==> config.mk <==
export PLATFORM = sky130hd
export DESIGN_NAME = positional_linked_list_engine
export DESIGN_NICKNAME = d
export VERILOG_FILES = /design/src/design/plle_pkg.sv /design/src/design/plle_ram.sv /design/src/design/plle_free_pick.sv /design/src/design/positional_linked_list_engine.sv
export SDC_FILE = /design/constraint.sdc
export NUM_CORES = 2
export LEC_CHECK = 0
export ABC_AREA = 0
export BUFFER_PORTS_ARGS = -buffer_cell sky130_fd_sc_hd__buf_2
export CAP_MARGIN = 20
export CORE_MARGIN = 1.5
export CORE_UTILIZATION = 62
export CTS_CLUSTER_DIAMETER = 120
export DETAILED_ROUTE_END_ITERATION = 10
export PLACE_DENSITY_LB_ADDON = 0.2
export SETUP_SLACK_MARGIN = 0.05
export SYNTH_ARGS = -nofsm -noshare
export SYNTH_HDL_FRONTEND = slang
export SYNTH_SLANG_ARGS = --single-unit
==> constraint.sdc <==
create_clock -name clk_i -period 4.41 [get_ports clk_i]
set_input_delay 0.2205 -clock clk_i [delete_from_list [all_inputs] [get_ports clk_i]]
set_output_delay 0.2205 -clock clk_i [all_outputs]
set_load 0.02 [all_outputs]
==> src/design/plle_pkg.sv <==
// ----------------------------------------------------------------------------
// plle_pkg
// Opcodes, status codes and sequencer states of the linked list engine.
// ----------------------------------------------------------------------------
`timescale 1ns / 1ps
`default_nettype none

package plle_pkg;

  localparam logic [2:0] OP_INS_FIRST = 3'd0;
  localparam logic [2:0] OP_INS_LAST  = 3'd1;
  localparam logic [2:0] OP_INS_AT    = 3'd2;
  localparam logic [2:0] OP_DEL_FIRST = 3'd3;
  localparam logic [2:0] OP_DEL_LAST  = 3'd4;
  localparam logic [2:0] OP_DEL_AT    = 3'd5;
  localparam logic [2:0] OP_DUMP      = 3'd6;

  localparam logic [1:0] ST_DONE     = 2'd0;
  localparam logic [1:0] ST_FULL     = 2'd1;
  localparam logic [1:0] ST_EMPTY    = 2'd2;
  localparam logic [1:0] ST_PAST_END = 2'd3;

  typedef enum logic [7:0] {
    S_IDLE   = 8'b0000_0001,
    S_READ   = 8'b0000_0010,
    S_STEP   = 8'b0000_0100,
    S_FIX    = 8'b0000_1000,
    S_FRONT  = 8'b0001_0000,
    S_UNLINK = 8'b0010_0000,
    S_DUMP   = 8'b0100_0000,
    S_RESULT = 8'b1000_0000
  } state_e;

endpackage

`default_nettype wire

==> src/design/plle_ram.sv <==
// ----------------------------------------------------------------------------
// plle_ram
// Generic single write port, single read port RAM with registered read.
// ----------------------------------------------------------------------------
`timescale 1ns / 1ps
`default_nettype none

module plle_ram #(
  parameter int WIDTH = 32,
  parameter int DEPTH = 32
) (
  input  wire logic                     clk_i,
  input  wire logic                     we_i,
  input  wire logic [$clog2(DEPTH)-1:0] waddr_i,
  input  wire logic [WIDTH-1:0]         wdata_i,
  input  wire logic [$clog2(DEPTH)-1:0] raddr_i,
  output logic      [WIDTH-1:0]         rdata_o
);

  logic [WIDTH-1:0] mem [DEPTH];

  always_ff @(posedge clk_i) begin
    if (we_i) begin
      mem[waddr_i] <= wdata_i;
    end
    rdata_o <= mem[raddr_i];
  end

endmodule

`default_nettype wire

==> src/design/plle_free_pick.sv <==
// ----------------------------------------------------------------------------
// plle_free_pick
// Registered priority encoder: lowest free slot of the pool bitmap.
// ----------------------------------------------------------------------------
`timescale 1ns / 1ps
`default_nettype none

module plle_free_pick #(
  parameter int CAPACITY = 32
) (
  input  wire logic                        clk_i,
  input  wire logic                        rst_ni,
  input  wire logic [CAPACITY-1:0]         free_i,
  output logic      [$clog2(CAPACITY)-1:0] slot_o
);

  localparam int SLOT_W = $clog2(CAPACITY);

  logic [SLOT_W-1:0] slot_d;

  always_comb begin
    slot_d = '0;
    for (int i = CAPACITY - 1; i >= 0; i--) begin
      if (free_i[i]) begin
        slot_d = SLOT_W'(i);
      end
    end
  end

  always_ff @(posedge clk_i or negedge rst_ni) begin
    if (!rst_ni) begin
      slot_o <= '0;
    end else begin
      slot_o <= slot_d;
    end
  end

endmodule

`default_nettype wire

==> src/design/positional_linked_list_engine.sv <==
// ----------------------------------------------------------------------------
// positional_linked_list_engine
// Bounded singly linked list in a node pool, walked one link per cycle unless a dump is held by the output stall.
// ----------------------------------------------------------------------------
// Throughput: one operation at a time; the link walk reads one node per cycle
// from the link RAM (a dump only while the output is not stalled), so the walk
// length sets the rate.
// Reset: list empty, head zero, every slot free; node RAMs are not cleared.
`timescale 1ns / 1ps
`default_nettype none

module positional_linked_list_engine #(
  parameter int CAPACITY   = 32,
  parameter int VALUE_BITS = 32
) (
  input  wire logic        clk_i,
  input  wire logic        rst_ni,
  input  wire logic        in_valid_i,
  output logic             in_stall_o,
  input  wire logic [2:0]  opcode_i,
  input  wire logic [31:0] value_i,
  input  wire logic [5:0]  position_i,
  output logic             out_valid_o,
  input  wire logic        out_stall_i,
  output logic [1:0]       status_o,
  output logic [31:0]      item_value_o,
  output logic [4:0]       item_index_o,
  output logic             last_item_o,
  output logic [5:0]       element_count_o
);

  localparam int SLOT_W = $clog2(CAPACITY);
  localparam int LEN_W  = $clog2(CAPACITY + 1);
  localparam int CMP_W  = (LEN_W > 6) ? LEN_W : 6;

  plle_pkg::state_e state_q, state_d;

  logic [CAPACITY-1:0] free_q, free_d;
  logic [SLOT_W-1:0]   head_q, head_d;
  logic [LEN_W-1:0]    len_q, len_d;
  logic [SLOT_W-1:0]   cur_q, cur_d;
  logic [SLOT_W-1:0]   prev_q, prev_d;
  logic [LEN_W-1:0]    cnt_q, cnt_d;
  logic [LEN_W-1:0]    idx_q, idx_d;
  logic                ins_q, ins_d;
  logic                dump_q, dump_d;
  logic                del_head_q, del_head_d;
  logic [1:0]          res_q, res_d;
  logic [31:0]         val_q, val_d;

  logic                out_valid_q, out_valid_d;
  logic [1:0]          out_status_q, out_status_d;
  logic [31:0]         out_value_q, out_value_d;
  logic [4:0]          out_index_q, out_index_d;
  logic                out_last_q, out_last_d;
  logic [5:0]          out_count_q, out_count_d;

  logic [SLOT_W-1:0]     free_slot;
  logic [SLOT_W-1:0]     rd_addr;
  logic [SLOT_W-1:0]     link_rdata;
  logic [VALUE_BITS-1:0] val_rdata;
  logic                  link_we;
  logic [SLOT_W-1:0]     link_waddr;
  logic [SLOT_W-1:0]     link_wdata;
  logic                  val_we;
  logic [VALUE_BITS-1:0] val_wdata;

  logic              can_load;
  logic              full;
  logic [CMP_W-1:0]  pos_ext;
  logic [CMP_W-1:0]  len_ext;
  logic [CMP_W-1:0]  k_ins_wide;
  logic [LEN_W-1:0]  k_ins;
  logic [LEN_W-1:0]  len_m1;
  logic              dump_last;
  logic [63:0]       val_in_ext;
  logic [63:0]       val_out_ext;
  logic [6:0]        idx_ext;
  logic [6:0]        len_out_ext;
  logic [CAPACITY-1:0] cur_bit;
  logic [CAPACITY-1:0] slot_bit;

  plle_free_pick #(
    .CAPACITY(CAPACITY)
  ) u_free_pick (
    .clk_i (clk_i),
    .rst_ni(rst_ni),
    .free_i(free_q),
    .slot_o(free_slot)
  );

  plle_ram #(
    .WIDTH(SLOT_W),
    .DEPTH(CAPACITY)
  ) u_link_ram (
    .clk_i  (clk_i),
    .we_i   (link_we),
    .waddr_i(link_waddr),
    .wdata_i(link_wdata),
    .raddr_i(rd_addr),
    .rdata_o(link_rdata)
  );

  plle_ram #(
    .WIDTH(VALUE_BITS),
    .DEPTH(CAPACITY)
  ) u_value_ram (
    .clk_i  (clk_i),
    .we_i   (val_we),
    .waddr_i(free_slot),
    .wdata_i(val_wdata),
    .raddr_i(rd_addr),
    .rdata_o(val_rdata)
  );

  assign in_stall_o      = (state_q != plle_pkg::S_IDLE);
  assign out_valid_o     = out_valid_q;
  assign status_o        = out_status_q;
  assign item_value_o    = out_value_q;
  assign item_index_o    = out_index_q;
  assign last_item_o     = out_last_q;
  assign element_count_o = out_count_q;

  assign can_load    = !out_valid_q || !out_stall_i;
  assign full        = (len_q == LEN_W'(CAPACITY));
  assign pos_ext     = CMP_W'(position_i);
  assign len_ext     = CMP_W'(len_q);
  assign k_ins_wide  = (pos_ext > len_ext) ? len_ext : pos_ext;
  assign k_ins       = k_ins_wide[LEN_W-1:0];
  assign len_m1      = len_q - LEN_W'(1);
  assign dump_last   = (idx_q == len_m1);
  assign val_in_ext  = 64'(signed'(val_q));
  assign val_wdata   = val_in_ext[VALUE_BITS-1:0];
  assign val_out_ext = 64'(val_rdata);
  assign idx_ext     = 7'(idx_q);
  assign len_out_ext = 7'(len_q);
  assign cur_bit     = CAPACITY'(1) << cur_q;
  assign slot_bit    = CAPACITY'(1) << free_slot;

  // walk and dump advance straight from the link just read
  assign rd_addr = ((state_q == plle_pkg::S_STEP) ||
                    ((state_q == plle_pkg::S_DUMP) && can_load)) ? link_rdata : cur_q;

  always_comb begin
    state_d    = state_q;
    free_d     = free_q;
    head_d     = head_q;
    len_d      = len_q;
    cur_d      = cur_q;
    prev_d     = prev_q;
    cnt_d      = cnt_q;
    idx_d      = idx_q;
    ins_d      = ins_q;
    dump_d     = dump_q;
    del_head_d = del_head_q;
    res_d      = res_q;
    val_d      = val_q;
    link_we    = 1'b0;
    link_waddr = cur_q;
    link_wdata = link_rdata;
    val_we     = 1'b0;

    out_valid_d  = out_valid_q && out_stall_i;
    out_status_d = out_status_q;
    out_value_d  = out_value_q;
    out_index_d  = out_index_q;
    out_last_d   = out_last_q;
    out_count_d  = out_count_q;

    unique case (state_q)
      plle_pkg::S_IDLE: begin
        if (in_valid_i) begin
          val_d      = value_i;
          res_d      = plle_pkg::ST_DONE;
          cur_d      = head_q;
          idx_d      = '0;
          ins_d      = 1'b0;
          dump_d     = 1'b0;
          del_head_d = 1'b0;
          state_d    = plle_pkg::S_RESULT;
          unique case (opcode_i) inside
            plle_pkg::OP_INS_FIRST, plle_pkg::OP_INS_LAST, plle_pkg::OP_INS_AT: begin
              if (full) begin
                res_d = plle_pkg::ST_FULL;
              end else begin
                ins_d = 1'b1;
                if (opcode_i == plle_pkg::OP_INS_FIRST) begin
                  cnt_d = '0;
                end else if (opcode_i == plle_pkg::OP_INS_LAST) begin
                  cnt_d = len_q;
                end else begin
                  cnt_d = k_ins;
                end
                if (cnt_d == '0) begin
                  state_d = plle_pkg::S_FRONT;
                end else begin
                  cnt_d   = cnt_d - LEN_W'(1);
                  state_d = plle_pkg::S_READ;
                end
              end
            end
            plle_pkg::OP_DEL_FIRST, plle_pkg::OP_DEL_LAST, plle_pkg::OP_DEL_AT: begin
              if (len_q == '0) begin
                res_d = plle_pkg::ST_EMPTY;
              end else if ((opcode_i == plle_pkg::OP_DEL_AT) && (pos_ext >= len_ext)) begin
                res_d = plle_pkg::ST_PAST_END;
              end else begin
                if (opcode_i == plle_pkg::OP_DEL_FIRST) begin
                  cnt_d = '0;
                end else if (opcode_i == plle_pkg::OP_DEL_LAST) begin
                  cnt_d = len_m1;
                end else begin
                  cnt_d = pos_ext[LEN_W-1:0];
                end
                if (cnt_d == '0) begin
                  del_head_d = 1'b1;
                end else begin
                  cnt_d = cnt_d - LEN_W'(1);
                end
                state_d = plle_pkg::S_READ;
              end
            end
            plle_pkg::OP_DUMP: begin
              if (len_q == '0) begin
                res_d = plle_pkg::ST_EMPTY;
              end else begin
                dump_d  = 1'b1;
                state_d = plle_pkg::S_READ;
              end
            end
            default: begin
              res_d = plle_pkg::ST_DONE;
            end
          endcase
        end
      end

      plle_pkg::S_READ: begin
        state_d = dump_q ? plle_pkg::S_DUMP : plle_pkg::S_STEP;
      end

      plle_pkg::S_STEP: begin
        if (cnt_q != '0) begin
          cur_d = link_rdata;
          cnt_d = cnt_q - LEN_W'(1);
        end else if (ins_q) begin
          // new node takes over the successor of the predecessor node
          link_we    = 1'b1;
          link_waddr = free_slot;
          link_wdata = link_rdata;
          val_we     = 1'b1;
          state_d    = plle_pkg::S_FIX;
        end else if (del_head_q) begin
          head_d  = link_rdata;
          free_d  = free_q | cur_bit;
          len_d   = len_q - LEN_W'(1);
          state_d = plle_pkg::S_RESULT;
        end else begin
          prev_d  = cur_q;
          cur_d   = link_rdata;
          state_d = plle_pkg::S_UNLINK;
        end
      end

      plle_pkg::S_FIX: begin
        link_we    = 1'b1;
        link_waddr = cur_q;
        link_wdata = free_slot;
        free_d     = free_q & ~slot_bit;
        len_d      = len_q + LEN_W'(1);
        state_d    = plle_pkg::S_RESULT;
      end

      plle_pkg::S_FRONT: begin
        link_we    = 1'b1;
        link_waddr = free_slot;
        link_wdata = (len_q == '0) ? '0 : head_q;
        val_we     = 1'b1;
        head_d     = free_slot;
        free_d     = free_q & ~slot_bit;
        len_d      = len_q + LEN_W'(1);
        state_d    = plle_pkg::S_RESULT;
      end

      plle_pkg::S_UNLINK: begin
        // link_rdata holds the successor of the removed node
        link_we    = 1'b1;
        link_waddr = prev_q;
        link_wdata = link_rdata;
        free_d     = free_q | cur_bit;
        len_d      = len_q - LEN_W'(1);
        state_d    = plle_pkg::S_RESULT;
      end

      plle_pkg::S_DUMP: begin
        if (can_load) begin
          out_valid_d  = 1'b1;
          out_status_d = plle_pkg::ST_DONE;
          out_value_d  = val_out_ext[31:0];
          out_index_d  = idx_ext[4:0];
          out_last_d   = dump_last;
          out_count_d  = len_out_ext[5:0];
          if (dump_last) begin
            state_d = plle_pkg::S_IDLE;
          end else begin
            cur_d = link_rdata;
            idx_d = idx_q + LEN_W'(1);
          end
        end
      end

      plle_pkg::S_RESULT: begin
        if (can_load) begin
          out_valid_d  = 1'b1;
          out_status_d = res_q;
          out_value_d  = '0;
          out_index_d  = '0;
          out_last_d   = 1'b1;
          out_count_d  = len_out_ext[5:0];
          state_d      = plle_pkg::S_IDLE;
        end
      end

      default: begin
        state_d = plle_pkg::S_IDLE;
      end
    endcase
  end

  always_ff @(posedge clk_i or negedge rst_ni) begin
    if (!rst_ni) begin
      state_q     <= plle_pkg::S_IDLE;
      free_q      <= '1;
      head_q      <= '0;
      len_q       <= '0;
      out_valid_q <= 1'b0;
      cnt_q       <= '0;
      idx_q       <= '0;
      ins_q       <= 1'b0;
      dump_q      <= 1'b0;
      del_head_q  <= 1'b0;
    end else begin
      state_q     <= state_d;
      free_q      <= free_d;
      head_q      <= head_d;
      len_q       <= len_d;
      out_valid_q <= out_valid_d;
      cnt_q       <= cnt_d;
      idx_q       <= idx_d;
      ins_q       <= ins_d;
      dump_q      <= dump_d;
      del_head_q  <= del_head_d;
    end
  end

  always_ff @(posedge clk_i) begin
    cur_q        <= cur_d;
    prev_q       <= prev_d;
    res_q        <= res_d;
    val_q        <= val_d;
    out_status_q <= out_status_d;
    out_value_q  <= out_value_d;
    out_index_q  <= out_index_d;
    out_last_q   <= out_last_d;
    out_count_q  <= out_count_d;
  end

endmodule

`default_nettype wire
==> results.txt <==
Final Critical Period: 3676 ps
Total Routing Usage GR: 32.00%
Remaining antenna violation count: 0
Share of cells above drive strength 1: 13.71%
Most frequent cells in the layout: 1274 x edfxtp_1, 615 x nand2_1, 226 x mux2i_1
GP Congestion: 0.8826
Asr flop ratio synth: 5.206%
FILL cells: 5482
Netlist area before placement: 54630 µm²
Final HPWL DP: 80.01 mm
Ports: 93
Num rows: 108
Design Area, Final: 61750 µm²
CTS Sinks: 1383
Fin worst setup slack: 734.2 ps
Vias/cell: 6.692
CP arrival: 4270 ps
Post-layout nets: 3845
Largest net degree at the start of global routing: 122
DP Worst Slack: 746.5 ps
Reg-to-Reg End: cnt_q[5]
Reg2reg path depth: 14
Input/output buffers: 92
Post-Syn Instances: 3627
Clk slew on worst S/H paths: 60 ps
Vias in the first global route: 33.49k
Peak supply drop: 669.6 µV
Die Height: 299.8 µm
Total congestion overflow: 0
Avg WL per Cell: 28.49 µm
Most used cell, CP: ha_1
Area after DPL: 56960 µm²
Logic depth of the worst path, buffers included: 14
Post-Route Setup TNS: 0 ps
Initial antenna violation count: 1
Max-cap violations: 0
Hold WS: 77.18 ps
Worst path top cell family by delay: simple AND/OR/NAND/NOR gates
Area grow syn2layout: 13.03%
CP max FO: 12
Avg Synthesized Cell Area: 15.06 µm²
Skew final: 33.36 ps
Min-Delay Endpoint: cnt_q[1]
Dominant synthesized flop cell: edfxtp_1
Delay of the slowest cell on the worst path: 530 ps
Ys Warns: 0
Power density over the cells: 641.3 nW/µm²
Synth cell types: 91
Reg2reg setup slack: 730 ps
Final Max Tran Viols: 0
Syn Nets: 3688
Cts hold-fix bufs: 36
Worst hold path cell count: 5
CTS Buf Count: 136
Hold Path Class: in -> reg
Worst-Skew Late Latency: 730 ps
CP cell instances: inv_1, ha_1, nand4_1, a221o_1, o211ai_1, buf_4, mux2i_1, or2_2, ha_1, a21oi_1, o22ai_1, nand3b_1, nor2_1, or4_1
Worst slew pin tran: 1146 ps
Htree depth: 4
CTS tree: built
Status: completed
Post-CTS Setup Bufs: 0
DRT iter0 DRCs: 4410
Hold Fails Final Rpt: 0
CP endpoint kind: flip-flop
DRC viols: 0
Die Span X: 299.8 µm
Bufs on Longest Clock Path: 3
Final WL: 143.9 mm
Die footprint: 89900 µm²
Period utilization: 83.35%
Drt pass-1 iters: 6
CTS resizes: 0
Initial Util: 62.78%
Final Setup Violations: 0
CP max-delay cell: dfrtp_1
Root buf cell: clkbuf_16
Worst slew margin: 23.61%
Startpoint Class: flip-flop
Post-synth EDFFs: 1274
Kind of critical path: reg -> reg
Most common cell after layout, fill and taps aside: edfxtp_1
Seq cells post-synth: 1383
Worst R2R Start: len_ext[2]
Unrepaired setup endpoints after global routing: no
Static Leak: 20.65 nW
Core box area: 87020 µm²
Via Count: 33.81k
First-pass GRT wire length: 210.8 mm
Max Fclk: 0.2721 GHz
CP bufs+invs: 2
Crit path required time: 5010 ps
Sequential area share after synthesis: 74.76%
Hold_sp: position_i[1]
-- layer usage --
layer / global-route usage, % / up-vias / part of all wire, %
li1: - / 14410 / -
met1: 44.94 / 16980 / 39
met2: 50.30 / 2095 / 47
met3: 6.207 / 329 / 11
met4: 12.22 / 0 / 3.5
met5: 0 / - / 0
-- registers in the layout (all words and copies together), names as in the netlist, 8 cells and up --
register             flops
state_q                  8
u_link_ram.mem         160
u_value_ram.mem       1024
u_value_ram.rdata_o     32
item_value_o            32
val_q                   32
free_q                  32
-- how the worst max path moves through the flow --
stage                     startpoint              end
after global routing      len_ext[5]         cnt_q[5]
after global placement    len_ext[5]         cnt_q[5]
after CTS                 len_ext[2]         cnt_q[5]
final                     len_ext[2]         cnt_q[5]
after floorplan           state_q[5]  item_index_o[0]
after detailed placement  len_ext[2]         cnt_q[5]
-- worst min-delay path, cell delays in order --
cell and delay, ps:
buf_2 140, mux2i_1 160, nor3_1 80, nand3_1 90
a21oi_1 70
-- power breakdown --
group	leakage (nW)	switching [mW]	internal, mW
registers	12.6	1.20	16.1
logic	5.85	7.25	3.61
clock network	2.17	4.78	6.66
total	20.7	13.2	26.4
-- logic make-up after synthesis --
kind of cell / synth area share [%]
muxes: 4.945
xor gates and xnor gates: 0.5382
and+or+nand+nor: 8.948
AOI/OAI and AO/OA: 8.504
buffers and inverters: 1.940
DFF: 74.76
adders and majority gates: 0.3664
-- area by class of cell --
cell class                      instances  area, µm²  area share (%)
Tap cell                             1155       1445           2.340
Inverter                               31      116.4          0.1885
Timing Repair Buffer                  222       1814           2.938
Clock inverter                         63      610.6          0.9889
Sequential cell                      1383      40840           66.14
Clock buffer                          187       3815           6.178
Antenna cell                            1      2.502        0.004053
Multi-Input combinational cell       2010      13100           21.22
-- Yosys cell counts, types with 6 or more instances --
master,instances,area share [%]
mux2_2,39,0.80
dfrtp_1,39,1.8
nand3_1,48,0.44
and2_1,48,0.55
nor2_1,141,0.97
dfstp_2,33,1.6
clkbuf_1,104,0.71
a211oi_1,44,0.60
nand3b_1,8,0.11
nor3_1,52,0.48
xnor2_1,27,0.43
o311ai_1,32,0.51
o22a_1,33,0.53
mux2i_1,226,4.1
buf_4,16,0.22
a31oi_1,43,0.49
edfxtp_1,1274,70
a32oi_1,213,3.4
o21ai_0,86,0.79
buf_2,76,0.70
a22oi_1,7,0.096
dfxtp_1,37,1.4
nand4_1,40,0.46
nand2b_1,7,0.080
or3_1,7,0.080
ha_1,16,0.37
nand2_1,616,4.2
a21o_1,11,0.15
nor4_1,16,0.18
o22ai_1,42,0.48
nor3b_1,6,0.082
inv_1,30,0.21
nor2b_1,13,0.15
a21oi_1,35,0.32
and3_1,46,0.53
-- metrics by stage --
| step | util [%] | power (mW) | std cells |
|---|---|---|---|
| after floorplan | - | 24.24 | 3627 |
| after global placement | 65.45 | 27.80 | 4765 |
| after detailed placement | 65.45 | 28.15 | 4765 |
| after CTS | 70.95 | 39.51 | 5051 |
| after global routing | 70.95 | 40.95 | 5051 |
| final | 70.95 | 39.60 | 5052 |
Power figures use the tool's default switching activity.
